<file path="src/sv/hs_pkg.sv">
`timescale 1ns / 1ps

package hs_pkg;

  // store size and derived widths
  localparam int MAX_ITEMS = 64;
  localparam int DATA_W    = 32;
  localparam int ADDR_W    = $clog2(MAX_ITEMS);
  localparam int CNT_W     = $clog2(MAX_ITEMS + 1);
  localparam int CHILD_W   = ADDR_W + 2;

  // datapath operations issued by the sequencer
  typedef enum logic [3:0] {
    OP_FILL,
    OP_START,
    OP_BLD_RD,
    OP_BLD_LD,
    OP_SIFT_B,
    OP_EX_RD,
    OP_EX_LD,
    OP_SIFT_E,
    OP_OUT_RD,
    OP_OUT_LD
  } dp_op_t;

  typedef struct packed {
    dp_op_t op;
  } cmd_t;

  typedef struct packed {
    logic last_fire;   // item flagged last taken this cycle
    logic n_small;     // fewer than two stored values
    logic k_one;       // loop index is one
    logic sift_done;   // sift step found no larger child
    logic out_free;    // result register can take a new value
    logic out_final;   // loop index points at the last stored value
  } sts_t;

endpackage

</file>
<file path="src/sv/hs_ctrl.sv">
`timescale 1ns / 1ps

module hs_ctrl (
  input  logic         clk,
  input  logic         rst,
  input  hs_pkg::sts_t sts,
  output hs_pkg::cmd_t cmd
);

  typedef enum logic [3:0] {
    S_FILL,
    S_START,
    S_BLD_RD,
    S_BLD_LD,
    S_BSIFT,
    S_EX_RD,
    S_EX_LD,
    S_ESIFT,
    S_OUT_RD,
    S_OUT_LD
  } state_t;

  state_t state;

  // operation per state
  always_comb begin
    unique case (state)
      S_FILL:   cmd.op = hs_pkg::OP_FILL;
      S_START:  cmd.op = hs_pkg::OP_START;
      S_BLD_RD: cmd.op = hs_pkg::OP_BLD_RD;
      S_BLD_LD: cmd.op = hs_pkg::OP_BLD_LD;
      S_BSIFT:  cmd.op = hs_pkg::OP_SIFT_B;
      S_EX_RD:  cmd.op = hs_pkg::OP_EX_RD;
      S_EX_LD:  cmd.op = hs_pkg::OP_EX_LD;
      S_ESIFT:  cmd.op = hs_pkg::OP_SIFT_E;
      S_OUT_RD: cmd.op = hs_pkg::OP_OUT_RD;
      S_OUT_LD: cmd.op = hs_pkg::OP_OUT_LD;
      default:  cmd.op = hs_pkg::OP_FILL;
    endcase
  end

  // sequencer: collect, build heap, extract, emit (build and extract skipped for under two values)
  always_ff @(posedge clk) begin
    if (rst) begin
      state <= S_FILL;
    end else begin
      unique case (state)
        S_FILL: begin
          if (sts.last_fire) begin
            state <= S_START;
          end
        end
        S_START: begin
          state <= sts.n_small ? S_OUT_RD : S_BLD_RD;
        end
        S_BLD_RD: state <= S_BLD_LD;
        S_BLD_LD: state <= S_BSIFT;
        S_BSIFT: begin
          if (sts.sift_done) begin
            state <= sts.k_one ? S_EX_RD : S_BLD_RD;
          end
        end
        S_EX_RD: state <= S_EX_LD;
        S_EX_LD: state <= S_ESIFT;
        S_ESIFT: begin
          if (sts.sift_done) begin
            state <= sts.k_one ? S_OUT_RD : S_EX_RD;
          end
        end
        S_OUT_RD: state <= S_OUT_LD;
        S_OUT_LD: begin
          if (sts.out_free) begin
            state <= sts.out_final ? S_FILL : S_OUT_RD;
          end
        end
        default: state <= S_FILL;
      endcase
    end
  end

endmodule

</file>
<file path="config.mk">
export PLATFORM = sky130hd
export DESIGN_NAME = hs_ctrl
export DESIGN_NICKNAME = d
export VERILOG_FILES = /design/src/sv/hs_pkg.sv /design/src/sv/hs_ctrl.sv
export SDC_FILE = /design/constraint.sdc
export NUM_CORES = 1
export LEC_CHECK = 0
export BUFFER_PORTS_ARGS = -buffer_cell sky130_fd_sc_hd__buf_2
export CAP_MARGIN = 20
export CORE_AREA = 2 2 39 41
export DETAILED_ROUTE_END_ITERATION = 8
export DIE_AREA = 0 0 41 43
export PLACE_DENSITY = 0.63
export SLEW_MARGIN = 20
export SYNTH_ARGS = -nofsm -noshare
export SYNTH_HDL_FRONTEND = slang
export SYNTH_SLANG_ARGS = --single-unit
</file>
<file path="constraint.sdc">
create_clock -name clk -period 1.81 [get_ports clk]
set_input_delay 0.2715 -clock clk [delete_from_list [all_inputs] [get_ports clk]]
set_output_delay 0.2715 -clock clk [all_outputs]
set_load 0.03 [all_outputs]
</file>
==> results.md <==
- Status: finished clean
- Max-slew violations: 0
- RSZ-0062 raised after global routing: no
- CTS Buf Count: 3
- Clock Tree Root: clkbuf_4
- Residual DRC: 0
- Worst hold stages: 2
- Nets@finish: 74
- Leakage Power: 0.2482 nW
- Post-CTS Hold Buffers: 0
- Fill cell count: 147
- Antenna viol nets, final: 0
- Number of global-route vias before repair: 367
- WP data required: 1.99 ns
- Synth Register Bits: 8
- Post-synthesis sequential area ratio: 33.25%
- Syn Nets: 60
- FF+latch area: 160.2 sq um
- N_diodes: 0
- Slowest cell delay on critical path: 0.59 ns
- Vias per cell: 5.463
- Hold crit path type: in2reg
- Area grow syn2layout: 16.88%
- Share of cells above drive strength 1: 32.81%
- # setup viols final: 0
- First-pass GRT wire length: 1518 um
- Setup tns final: 0 ns
- DR vias: 437
- Avg Cell Area, Syn: 9.264 sq um
- Largest area contributor in the netlist: dfxtp_1
- Worst Tran Pin Value: 0.4434 ns
- Main area contributors after synthesis: dfxtp_1, a21oi_1, nor4b_4
- Post-route clock period utilization: 86.23%
- Post-synth EDFFs: 0
- Ys Warns: 0
- Initial antenna violation count: 0
- WL final: 924 um
- Clock slew at reported path FFs: 0.05 ns
- Post-synth top flop: dfxtp_1
- Max-cap check violation count: 0
- # resized after CTS: 0
- TritonCTS clock tree: yes
- CTS HTree Levels: 1
- Dpl cell area: 540.5 sq um
- Endpoint class of the critical path: flop
- Final HPWL DP: 708.8 um
- Critical Path Fanout Max: 14
- Synth top area share: 33.25%
- Area of the mapped netlist: 481.7 sq um
- Core region area: 1384 sq um
- Pin count of the biggest net entering global routing: 15
- Crit Path Class: reg2reg
- Critical path startpoint category: flop
- Synth top cells by count: dfxtp_1, a21oi_1, nor2_1, inv_1, nand2_1
- Die height: 43 um
- Avg WL per Cell: 11.55 um
- Number of I/O pins: 12
- DRT Pass-1 Iters: 4
- Min Tclk post-route: 1.561 ns
- Final instance area: 563.0 sq um
- CP arrival: 1.74 ns
- RD Place Congestion: 0.7563
- GRT Util Overall: 13.35%
- Initial Utilization: 34.81%
- Clock Path Buffers: 2
- Clock Latency Late Sink: 0.25 ns
- Unique masters post-synth: 29
- PD cells: 936.6 nW/um^2
- Relative slew slack: 70.40%
- Grt total ovfl: 0
- Fin Clk Skew: 0.001901 ns
- PortBufs: 11
- Asr flop ratio synth: 0%
- CTS sink cnt: 8
- Crit path cell chain: xor2_1 -> nor4b_4 -> o21ai_1 -> a21oi_1
- Fmax: 640.7 MHz
- Post-Syn Instances: 52
- Worst VDD drop: 0.4207 mV
- CP max stage cell: dfxtp_1
- Multi-input logic area: 294.0 sq um
- Hold Vio Cnt, Final: 0
- Die X: 41 um
- Reg2reg path depth: 4
- Site Rows: 14
- DRT iter0 DRCs: 13
- Die ar.: 1763 sq um
- Postcts setup bufs: 0
- Count leader, synth: dfxtp_1
-- state kept, by name (all words and copies together), names as in the netlist --
signal	count
state	4
cmd	4
-- layout make-up --
cell class | instances | area share, %
clock buffers | 3 | 4.000
well taps | 16 | 3.556
multi-input cells | 39 | 52.22
inverters | 3 | 2.000
repair buffers | 11 | 9.778
flip-flops and latches | 8 | 28.44
-- cells by family (layout without fill, tap and decap cells) --
kind of cell	Yosys count	count (layout)	synth area share (%)
AND/OR/NAND/NOR	17	17	23.90
AO/OA/AOI/OAI	21	21	35.32
XOR/XNOR	1	1	1.819
buffers and inverters	5	17	5.713
flip-flops	8	8	33.25
-- path summary, 6_finish.rpt --
kind	endpoint	slack, ns	start
setup / recovery	state[0]	0.25	state[0]
hold / removal	cmd[0]	0.27	rst
setup reg to reg	state[0]	0.25	state[0]
hold reg to reg	cmd[1]	0.61	state[1]
-- report_power, final --
group / internal [W] / total [W] / switching, W
registers: 0.000198 / 0.000232 / 0.0000341
logic: 0.0000710 / 0.000164 / 0.0000934
clock network: 0.0000755 / 0.000131 / 0.0000557
total: 0.000344 / 0.000527 / 0.000183
-- critical path: cells and delay by family, from the launching register on --
family,cells,cell delay (ns)
AOI/OAI and AO/OA,2,0.32
xor gates and xnor gates,1,0.17
DFF,1,0.59
and+or+nand+nor,1,0.41
-- placed cells by master, fill, tap and decap left out, drive strengths merged --
cell and n:
nor2 4, nand2 3, nor4 1, o31ai 2
inv 3, nor2b 1, and3 1, clkbuf 3
o21ai 3, nor4b 1, a2bb2oi 1, a311oi 2
or3 1, and2 1, and2b 1, a21o 2
buf 11, nand3b 1, or2 1, nand2b 1
a21oi 6, xor2 1, a211o 2, o32ai 1
a2111oi 1, dfxtp 8, o311ai 1
-- per-layer routing --
layer	up-vias	share of wire (%)	GRT usage (%)	routed length (um)
li1	219	-	-	-
met1	197	45	16.08	412
met2	19	45	18.44	418
met3	2	9.3	9.424	86
met4	0	0.54	4.000	5
met5	-	0	0	0
-- through the flow --
step                      util (%)  hold slack (ns)  setup slack (ns)  std cells  power (W)
after global routing         40.69           0.2716            0.1340         80  0.0005717
after floorplan                  -           0.3406            0.4155         52  0.0003661
after detailed placement     39.06           0.5423            0.2754         77  0.0003994
after global placement       39.06           0.5371            0.2989         77  0.0003968
after CTS                    40.69           0.2772            0.2587         80  0.0005316
final                        40.69           0.2740            0.2492         80  0.0005273
(Power assumes the default switching activity.)
